**config.mk**
```make
export PLATFORM = sky130hd
export DESIGN_NAME = sscel_ctrl
export DESIGN_NICKNAME = d
export VERILOG_FILES = /design/src/rtl/sscel_pkg.sv /design/src/rtl/sscel_ctrl.sv
export SDC_FILE = /design/constraint.sdc
export NUM_CORES = 1
export LEC_CHECK = 0
export BUFFER_PORTS_ARGS = -buffer_cell sky130_fd_sc_hd__buf_2
export CAP_MARGIN = 40
export CELL_PAD_IN_SITES_DETAIL_PLACEMENT = 1
export CELL_PAD_IN_SITES_GLOBAL_PLACEMENT = 1
export CORE_ASPECT_RATIO = 1.1
export CORE_MARGIN = 3
export CORE_UTILIZATION = 40
export DETAILED_ROUTE_END_ITERATION = 8
export PLACE_DENSITY_LB_ADDON = 0.1
export SLEW_MARGIN = 10
export SYNTH_ARGS = -nofsm -noshare
export SYNTH_HDL_FRONTEND = slang
export SYNTH_SLANG_ARGS = --single-unit
```
**constraint.sdc**
```tcl
create_clock -name clk -period 3.3 [get_ports clk]
set_input_delay 0.66 -clock clk [delete_from_list [all_inputs] [get_ports clk]]
set_output_delay 0.66 -clock clk [all_outputs]
set_load 0.05 [all_outputs]
```
**src/rtl/sscel_pkg.sv**
```systemverilog
`timescale 1ns / 1ps
`default_nettype none
// Shared types and constants of the series function unit.
package sscel_pkg;

	localparam int FRAC_BITS  = 16;
	localparam int GUARD_BITS = 16;
	localparam int IF_BITS    = FRAC_BITS + GUARD_BITS;
	localparam int DEN_W      = 34;

	localparam logic [1:0] MODE_SIN = 2'd0;
	localparam logic [1:0] MODE_COS = 2'd1;
	localparam logic [1:0] MODE_EXP = 2'd2;
	localparam logic [1:0] MODE_LN  = 2'd3;

	localparam logic [1:0] STAT_OK     = 2'd0;
	localparam logic [1:0] STAT_DOMAIN = 2'd1;
	localparam logic [1:0] STAT_SAT    = 2'd2;

	localparam logic signed [63:0] ONE = 64'sd1 <<< IF_BITS;
	localparam logic signed [63:0] LIM = 64'sh3FFF_FFFF_FFFF_FFFF;
	localparam logic [63:0] PIH60 = 64'h1921_FB54_442D_1847;
	localparam logic signed [63:0] HALF_PI =
		64'((PIH60 + (64'd1 << (59 - IF_BITS))) >> (60 - IF_BITS));

	typedef struct packed {
		logic [1:0]         mode;
		logic signed [31:0] arg;
	} job_t;

	typedef struct packed {
		logic signed [31:0] result;
		logic [1:0]         status;
		logic [10:0]        terms_used;
	} res_t;

	typedef enum logic [4:0] {
		OP_NONE, OP_LOAD, OP_KDIV, OP_KSET, OP_KMUL, OP_RSET, OP_DDIV, OP_DSET,
		OP_SQMUL, OP_SQSET, OP_TMUL, OP_LNMUL, OP_TDIVQ, OP_TDIVR, OP_TACC,
		OP_OVF, OP_FIN
	} op_t;

	typedef struct packed {
		op_t op;
	} cmd_t;

	typedef struct packed {
		logic [1:0] mode;
		logic       ln_nonpos;
		logic       mul_done;
		logic       div_done;
		logic       qmul_ovf;
		logic       t_zero;
		logic       n_lim;
		logic       ovf;
		logic       out_free;
	} stat_t;

endpackage
`default_nettype wire

```
**src/rtl/sscel_ctrl.sv**
```systemverilog
`timescale 1ns / 1ps
`default_nettype none
// Controller that sequences the series evaluation through the datapath.
module sscel_ctrl (
	input  logic             clk,
	input  logic             arst_n,
	input  logic             job_valid,
	output logic             job_stall,
	input  sscel_pkg::stat_t st,
	output sscel_pkg::cmd_t  cmd
);
	import sscel_pkg::*;

	typedef enum logic [4:0] {
		S_IDLE, S_DISP, S_KDIV, S_KDIV_W, S_KSET, S_KMUL, S_KMUL_W, S_RSET,
		S_DDIV, S_DDIV_W, S_DSET, S_SQMUL, S_SQMUL_W, S_SQSET, S_LOOP,
		S_TMUL, S_TMUL_W, S_LNMUL, S_LNMUL_W, S_TDIVQ, S_TDIVR, S_TDIV_W,
		S_TACC, S_OVF, S_FIN
	} state_t;

	state_t state_q;

	always_comb begin
		cmd.op = OP_NONE;
		unique case (state_q)
			S_IDLE:  cmd.op = job_valid ? OP_LOAD : OP_NONE;
			S_KDIV:  cmd.op = OP_KDIV;
			S_KSET:  cmd.op = OP_KSET;
			S_KMUL:  cmd.op = OP_KMUL;
			S_RSET:  cmd.op = OP_RSET;
			S_DDIV:  cmd.op = OP_DDIV;
			S_DSET:  cmd.op = OP_DSET;
			S_SQMUL: cmd.op = OP_SQMUL;
			S_SQSET: cmd.op = OP_SQSET;
			S_TMUL:  cmd.op = OP_TMUL;
			S_LNMUL: cmd.op = OP_LNMUL;
			S_TDIVQ: cmd.op = OP_TDIVQ;
			S_TDIVR: cmd.op = OP_TDIVR;
			S_TACC:  cmd.op = OP_TACC;
			S_OVF:   cmd.op = OP_OVF;
			S_FIN:   cmd.op = st.out_free ? OP_FIN : OP_NONE;
			default: cmd.op = OP_NONE;
		endcase
	end

	assign job_stall = state_q != S_IDLE;

	always_ff @(posedge clk or negedge arst_n) begin
		if (!arst_n) begin
			state_q <= S_IDLE;
		end else begin
			unique case (state_q)
				S_IDLE: if (job_valid) state_q <= S_DISP;
				S_DISP: begin
					if (st.mode == MODE_SIN || st.mode == MODE_COS)
						state_q <= S_KDIV;
					else if (st.mode == MODE_EXP)
						state_q <= S_LOOP;
					else if (st.ln_nonpos)
						state_q <= S_FIN;
					else
						state_q <= S_DDIV;
				end
				S_KDIV:   state_q <= S_KDIV_W;
				S_KDIV_W: if (st.div_done) state_q <= S_KSET;
				S_KSET:   state_q <= S_KMUL;
				S_KMUL:   state_q <= S_KMUL_W;
				S_KMUL_W: if (st.mul_done) state_q <= S_RSET;
				S_RSET:   state_q <= S_SQMUL;
				S_DDIV:   state_q <= S_DDIV_W;
				S_DDIV_W: if (st.div_done) state_q <= S_DSET;
				S_DSET:   state_q <= S_SQMUL;
				S_SQMUL:  state_q <= S_SQMUL_W;
				S_SQMUL_W: if (st.mul_done) state_q <= S_SQSET;
				S_SQSET:  state_q <= S_LOOP;
				S_LOOP: begin
					if (st.ovf || st.n_lim || st.t_zero)
						state_q <= S_FIN;
					else
						state_q <= S_TMUL;
				end
				S_TMUL: state_q <= S_TMUL_W;
				S_TMUL_W: begin
					if (st.mul_done) begin
						if (st.mode == MODE_EXP && st.qmul_ovf)
							state_q <= S_OVF;
						else if (st.mode == MODE_LN)
							state_q <= S_LNMUL;
						else
							state_q <= S_TDIVQ;
					end
				end
				S_LNMUL:   state_q <= S_LNMUL_W;
				S_LNMUL_W: if (st.mul_done) state_q <= S_TDIVR;
				S_TDIVQ:   state_q <= S_TDIV_W;
				S_TDIVR:   state_q <= S_TDIV_W;
				S_TDIV_W:  if (st.div_done) state_q <= S_TACC;
				S_TACC:    state_q <= S_LOOP;
				S_OVF:     state_q <= S_FIN;
				S_FIN:     if (st.out_free) state_q <= S_IDLE;
				default:   state_q <= S_IDLE;
			endcase
		end
	end

endmodule
`default_nettype wire

```
==> results_dict.tcl, run 1 <==
set metrics [dict create \
    status "complete, no violations" \
    final_layout_size_suffix_gt1_frac 0.221 \
    worst_pin_slew_ns 0.820 \
    synth_nets 116 \
    dp_hpwl_mm 1.60 \
    final_nets 127 \
    gr-usage-met1 0.282 \
    synth_seq_cells 5 \
    grt.busiest_layer "met2" \
    ant_nets 0 \
    clk_pin_slew_ns 0.04 \
    startpoint "state_q[4]" \
    rsz0062_at_grt "false" \
    wl_mm 2.16 \
    syn2layout_area_growth_pct 9.82 \
    vias 841 \
    cts_hold_buf 0 \
    first_pass_iters 4 \
    synth_cells 103 \
    coreArea_um2 1690 \
    multi_input_area_um2 558 \
    fillers 228 \
    place.port_buffers 18 \
    end_kind "primary output" \
    area.sequential_um2 125 \
    io_pins 19 \
    std_cell_rows 15 \
    synthArstFlopShare 1.00 \
    initial_core_util 0.453 \
    cap_violations 0 \
    groute.usage.overall 0.193 \
    netlist_area_um2 764 \
    antenna_cells 0 \
    cts_root_buf "clkbuf_4" \
    grtUsageMet2 0.300 \
    post-cts-setup-buffer-count 0 \
    syn_avg_cell_area_um2 7.42 \
    cts-buffers-inserted 3 \
    cts_tree "yes" \
    slew_headroom 0.453 \
    critical_path.startpoint_type "register" \
    min_path_type "primary input to async pin" \
    slew_violations 0 \
    skew_ns 0.00490 \
    yosysWarnings 0 \
    setup-violations-final 0 \
    crit_required_ns 2.64 \
    period_needed_ns 2.71 \
    drtIter0Drc 5 \
    grt_pass1_wl_mm 3.53 \
    synth_edf_count 0 \
    largest_reg_flops 5 \
    gp_congestion 0.799 \
    grt_max_degree 27 \
    routedWlPerCell_um 16.6 \
    grt_util_met3 0.0415 \
    die-area_um2 2470 \
    die-height_um 51.9 \
    regMostFlops "state_q" \
    post-route-period-util 0.821 \
    fp.dieW_um 47.7 \
    htree_levels 1 \
    worstSetupPathType "register to primary output" \
    seq_area_frac_synth 0.164 \
    clk_latency_ns 0.24 \
    critPathArrivalTime_ns 2.05 \
    antenna_found_initial 0 \
    hold_violations 0 \
    drc 0 \
    cts.path.max_buffers 2 \
    cts_resized 0 \
    grt_pass1_vias 773 \
    synth_ff_type "dfrtp_1" \
    top_regs "state_q (5)" \
    synth_cell_types 39 \
    fmax_ghz 0.369 \
    critPathMaxFanout 24 \
    cts.sinks 5 \
    setup_tns_ns 0 \
    overflow 0 \
    timing.hold.ws_ns 0.223 \
    viasPerCell 6.47 \
    reg2reg_from "state_q[3]" \
]
[final timing paths]
kind	to	slack, ns	cells after the start
max	cmd[0]	0.59	5
min	state_q[4]	0.22	1
max reg2reg	state_q[2]	1.09	4
min in group clk	state_q[1]	0.84	3
min reg2reg	state_q[1]	1.03	2
max in group asynchronous	state_q[2]	2.95	1
[per-stage QoR]
step,area [um2],utilization,instances,setup WS (ns)
2_1_floorplan,764,-,103,0.536
3_3_place_gp,813,0.481,126,0.896
3_5_place_dp,813,0.481,126,0.847
4_1_cts,840,0.497,130,0.566
5_1_grt,840,0.497,130,0.409
6_report,840,0.497,130,0.592
[Yosys cell counts, types with 2 or more instances]
cell,instances,area (um2)
mux2_2,3,33.8
inv_1,5,18.8
o311ai_0,2,17.5
o21ai_0,6,30.0
a32oi_1,3,26.3
o22ai_1,2,12.5
nand3_1,2,10.0
buf_4,2,15.0
and3b_1,5,43.8
nor2b_1,3,18.8
nand2_1,8,30.0
o221ai_1,2,17.5
buf_2,8,40.0
nor4b_1,2,17.5
dfrtp_1,5,125
nor3b_1,2,15.0
a31oi_1,3,18.8
o211ai_1,2,15.0
nor3_1,7,35.0
nor2_1,2,7.51
nand2b_1,4,25.0
clkbuf_1,2,7.51
a21oi_1,7,35.0
[critical path, stage by stage, from the launching register on]
cell,delay (ns)
dfrtp_1,0.75
nand2b_1,0.25
mux2i_1,0.23
a221oi_1,0.12
a31oi_1,0.17
buf_2,0.28
[placed cells by master (no fill, tap or decap), types with 4 or more instances in the layout]
master / n
o21ai_0: 6
dfrtp_1: 5
nand2_1: 8
and3b_1: 5
buf_2: 18
a21oi_1: 7
inv_1: 5
nand2b_1: 4
nor3_1: 7
[cells by family after synthesis]
logic type | after synthesis | synth area share
and+or+nand+nor | 40 | 0.313
AOI/OAI and AO/OA | 36 | 0.349
buffers and inverters | 17 | 0.106
DFF | 5 | 0.164
muxes | 4 | 0.0573
xor gates and xnor gates | 1 | 0.0115
[final cells by class]
cell class              instances  area share
well taps                      17      0.0253
inverters                       5      0.0224
flip-flops and latches          5       0.149
repair buffers                 18       0.107
multi-input cells              81       0.665
clock buffers                   4      0.0313
[metal layers]
metal | share of wire | vias to the layer above | routed length [um]
met5 | 0 | - | 0
met4 | 0 | 0 | 0
met3 | 0.041 | 0 | 89
met2 | 0.47 | 17 | 1010
met1 | 0.49 | 406 | 1060
li1 | - | 418 | -
Power of run 1 is not shown: default switching activity piles up to over one toggle a cycle in this logic, so the estimate is an artifact.
==> inputs of run 2 (changes only) <==
- ABC_AREA: unset -> 1
- CORE_UTILIZATION: 40 -> 34
- clock period: 3.3 -> 2.8 ns (I/O delays scaled with it)
==> results_dict.tcl, run 2 <==
set metrics [dict create \
    status "complete, no violations" \
    max_stage_delay_ns 0.78 \
    met1_length_mm 1.25 \
    grt_pass1_wl_mm 4.69 \
    wl_mm 2.71 \
    clk_latency_ns 0.25 \
    synth_edf_count 0 \
    viasPerCell 5.08 \
    final_common_cell "nand2_1" \
    p_leak_nw 0.639 \
    crit_required_ns 2.24 \
    min_path_type "primary input to async pin" \
    skew_ns 0.0109 \
    seq_area_frac_synth 0.152 \
    die-height_um 57.7 \
    netlist_area_um2 826 \
    synth_nets 177 \
    end_kind "primary output" \
    antenna_found_initial 0 \
    reg2reg_slack_ns 0.95 \
    synth_top_area_cell "nand2_1" \
    route.met2.wl_mm 1.33 \
    largest_reg_flops 5 \
    std_cell_rows 18 \
    cts_tree "yes" \
    fmax_ghz 0.393 \
    slew_headroom 0.530 \
    yosysWarnings 0 \
    fillers 366 \
    die-area_um2 3060 \
    synth_cells 164 \
    gp_congestion 0.980 \
    period_needed_ns 2.55 \
    syn_avg_cell_area_um2 5.04 \
    synth_seq_cells 5 \
    critPathMaxFanout 19 \
    final_nets 197 \
    critPathArrivalTime_ns 1.99 \
    clk_pin_slew_ns 0.05 \
    yosysTopAreaCellShare 0.259 \
    place.port_buffers 18 \
    antenna_cells 0 \
    post-route-period-util 0.910 \
    ant_nets 0 \
    fp.dieW_um 53.0 \
    setup_tns_ns 0 \
    irDropWorstVdd_v 0.000683 \
    first_pass_iters 4 \
    path_cells "inv_1 > nand2_1 > inv_2 > nand2_1 > nand3_1 > nor2_1 > nand4_1 > buf_2" \
    cts.path.max_buffers 2 \
    grt_pass1_vias 1040 \
    finish.cell_count_without_fillers 213 \
    rsz0062_at_grt "false" \
    yosys.cell_count.top_type "nand2_1" \
    drtIter0Drc 15 \
    htree_levels 1 \
    top_layer_used "met3" \
    slew_violations 0 \
    power_density_nw_per_um2 1180 \
    top_regs "state_q (5)" \
    initial_core_util 0.363 \
    synth_cell_types 17 \
    crit_family "flip-flops" \
    overflow 0 \
    dp_hpwl_mm 2.27 \
    regMostFlops "state_q" \
    cp_slowest_cell "dfrtp_1" \
    cts_hold_buf 0 \
    grt_max_degree 20 \
    final_layout_size_suffix_gt1_frac 0.197 \
    syn2layout_area_growth_pct 16.2 \
    cts-buffers-inserted 3 \
    critical_path_buf_inv_count 3 \
    groute.usage.overall 0.201 \
    io_pins 19 \
    synth_ff_type "dfrtp_1" \
    cts_resized 0 \
    drc 0 \
    synth_area_leaders "nand2_1, nand3_1, dfrtp_1" \
    cap_violations 0 \
    dr_wl_met3_um 128 \
    coreArea_um2 2270 \
    worst_pin_slew_ns 0.704 \
    synth.top_cells.by_count "nand2_1, nand3_1, nor2_1" \
    worstSetupPathType "register to primary output" \
    final_cell_mix "nand2_1, nand3_1, nor2_1, inv_1, buf_2" \
    setup-violations-final 0 \
    synthArstFlopShare 1.00 \
    cts.sinks 5 \
    critical_path.startpoint_type "register" \
    dpl.cell_count 209 \
    vias 1081 \
    routedWlPerCell_um 12.7 \
    critPathMostFrequentCell "nand2_1" \
    hold_violations 0 \
    post-cts-setup-buffer-count 0 \
    cts_root_buf "clkbuf_4" \
]
## run 2: cell types whose count changed in the layout (fill, tap and decap cells not counted), moves of 4 or more
cell,previous run,this run
nand2_1,8,57
nand3_1,2,26
nor2_1,2,25
inv_1,5,20
a21oi_1,7,0
inv_2,0,6
and3b_1,5,0
nor2_2,0,5
nor3_1,7,2
o21ai_0,6,1
nand2b_1,4,0
nand4_1,1,5
## run 2: area by class of cell
cell class	count	area, um2	share of cell area
clock buffers	4	26.3	0.0274
inverters	26	97.6	0.102
multi-input cells	128	568	0.592
flip-flops and latches	5	125	0.130
well taps	30	37.5	0.0391
repair buffers	20	105	0.110
## run 2: per-stage QoR
stage	setup slack [ns]	util	instance area [um2]	power, mW	hold slack, ns
detailed placement	0.531	0.410	933	1.05	0.380
CTS	0.281	0.422	960	1.14	0.113
finish	0.253	0.422	960	1.14	0.113
floorplan	0.480	-	826	0.851	0.264
global route	0.0481	0.422	960	1.26	0.114
global placement	0.546	0.410	933	1.05	0.376
## run 2: worst paths after layout
path                            start  cells past startpoint         end
max                        state_q[4]                      8      cmd[0]
min                            arst_n                      1  state_q[0]
max reg2reg                state_q[4]                      9  state_q[0]
min reg2reg                state_q[2]                      2  state_q[2]
max in group asynchronous      arst_n                      1  state_q[2]
min in group clk           state_q[2]                      2  state_q[2]
## run 2: report_power, final
group	internal, mW	leakage (nW)	switching [mW]
Sequential	0.107	0.0635	0.0849
Combinational	0.247	0.560	0.611
Clock	0.0540	0.0150	0.0317
Total	0.408	0.639	0.728
## run 2: logic make-up (layout without fill, tap and decap cells)
logic type | Yosys count | count (layout) | synth area share
flops | 5 | 5 | 0.152
compound gates | 6 | 6 | 0.0409
simple gates | 122 | 122 | 0.647
buf+inv | 31 | 50 | 0.161
## run 2: metal layers
metal | vias up | GRT usage
met4 | 0 | 0.0109
met2 | 26 | 0.349
met3 | 0 | 0.0308
li1 | 551 | -
met5 | - | 0
met1 | 504 | 0.273
No activity file was read; power rests on OpenSTA's default activity.
==> inputs of run 3 (changes only) <==
- ABC_AREA: 1 -> unset
- CORE_MARGIN: 3 -> 8
- CORE_UTILIZATION: 34 -> 37
- GPL_TIMING_DRIVEN: unset -> 0
==> results_dict.tcl, run 3 (synthesis gave the netlist of run 1 again) <==
set metrics [dict create \
    status "complete, no violations" \
    critPathMaxFanout 10 \
    p_total_mw 1.35 \
    place.port_buffers 18 \
    cts.path.max_buffers 2 \
    critPathArrivalTime_ns 1.99 \
    p_int_mw 0.554 \
    largest_reg_flops 5 \
    cts_resized 0 \
    min_path_type "primary input to async pin" \
    r2r_end "state_q[4]" \
    end_kind "primary output" \
    clk_pin_slew_ns 0.05 \
    pwr-share-comb 0.833 \
    timing.hold.ws_ns 0.129 \
    drc 0 \
    gp_congestion 0.811 \
    grt_max_degree 11 \
    netSwitchingPower_mw 0.791 \
    clk_latency_ns 0.23 \
    top_regs "state_q (5)" \
    final_nets 139 \
    vias 909 \
    swShare 0.588 \
    fillers 281 \
    cap_violations 0 \
    routedWlPerCell_um 16.2 \
    antenna_found_initial 0 \
    antenna_cells 0 \
    grt_pass1_vias 943 \
    cts.sinks 5 \
    grt_pass1_wl_mm 4.20 \
    cp-endpoint "cmd[0]" \
    dr_wl_met3_um 91 \
    power_density_nw_per_um2 1470 \
    reg2reg_depth 5 \
    ant_nets 0 \
    syn2layout_area_growth_pct 19.8 \
    coreArea_um2 1980 \
    top_layer_used "met3" \
    irDropWorstVdd_v 0.000795 \
    reg2reg_from "state_q[2]" \
    viasPerCell 5.94 \
    die-height_um 63.7 \
    overflow 0 \
    reg2reg_slack_ns 0.96 \
    regMostFlops "state_q" \
    p_clk_frac 0.060 \
    slew_headroom 0.704 \
    critical_path.startpoint_type "register" \
    drtIter0Drc 18 \
    post-cts-setup-buffer-count 0 \
    period_needed_ns 2.55 \
    worst_pin_slew_ns 0.444 \
    cts_hold_buf 0 \
    skew_ns 0.00609 \
    initial_core_util 0.386 \
    cts_tree "yes" \
    p_leak_nw 0.405 \
    hold_violations 0 \
    final_common_cell "buf_2" \
    worstSetupPathType "register to primary output" \
    startpoint "state_q[2]" \
    groute.usage.overall 0.135 \
    final_layout_size_suffix_gt1_frac 0.280 \
    slew_violations 0 \
    fp.dieW_um 59.3 \
    route.met2.wl_mm 1.23 \
    io_pins 19 \
    fmax_ghz 0.392 \
    rsz0062_at_grt "false" \
    setup-violations-final 0 \
    pwr-share-seq 0.107 \
    cts_root_buf "clkbuf_4" \
    post-route-period-util 0.911 \
    cts-buffers-inserted 3 \
    setup_tns_ns 0 \
    crit_required_ns 2.24 \
    die-area_um2 3780 \
    dp_hpwl_mm 1.96 \
    wl_mm 2.48 \
    met1_length_mm 1.16 \
    htree_levels 1 \
    final_cell_mix "buf_2, nand2_1, a21oi_1, nor3_1, o21ai_0" \
    first_pass_iters 4 \
    std_cell_rows 17 \
]
==> run 3: how the worst min path moves through the flow <==
stage / from / to / slack (ns) / depth (start not counted)
after floorplan: arst_n / state_q[0] / 0.26 / 0
final: arst_n / state_q[0] / 0.13 / 1
after global routing: arst_n / state_q[4] / 0.12 / 1
after detailed placement: arst_n / state_q[4] / 0.38 / 1
after CTS: arst_n / state_q[0] / 0.13 / 1
after global placement: arst_n / state_q[0] / 0.37 / 1
==> run 3: worst max-delay path, cell delays in order (launching register included) <==
cell and delay (ns):
dfrtp_1 0.40, buf_2 0.19, buf_2 0.20, nor3_1 0.38, nand2_1 0.13, a31oi_1 0.17
buf_2 0.28
==> run 3: metal layers <==
layer,track usage,up-vias
met5,0,-
met4,0.0240,0
met3,0.0183,0
met2,0.226,19
met1,0.175,449
li1,-,441
==> run 3: cell type report <==
type                    count  area, um2  area share
plain buffers              12       62.6      0.0683
clock buffers               4       26.3      0.0287
inverters                   5       18.8      0.0205
multi-input cells          81        558       0.609
flip-flops and latches      5        125       0.137
well taps                  28       35.0      0.0383
repair buffers             18       90.1      0.0984
==> run 3: power by group through the flow <==
stage          clock [mW]  sequential (mW)  combinational (mW)
2_1_floorplan           0            0.134               0.873
3_3_place_gp            0            0.142                1.10
3_5_place_dp            0            0.145                1.11
4_1_cts            0.0812            0.144                1.12
5_1_grt            0.0867            0.149                1.22
6_report           0.0803            0.144                1.12
==> run 3: metrics by stage <==
stage	util	cells	setup WS, ns	instance area, um2
global placement	0.450	149	0.520	890
global route	0.463	153	0.0809	916
floorplan	-	103	0.136	764
detailed placement	0.450	149	0.503	890
CTS	0.463	153	0.259	916
finish	0.463	153	0.248	916
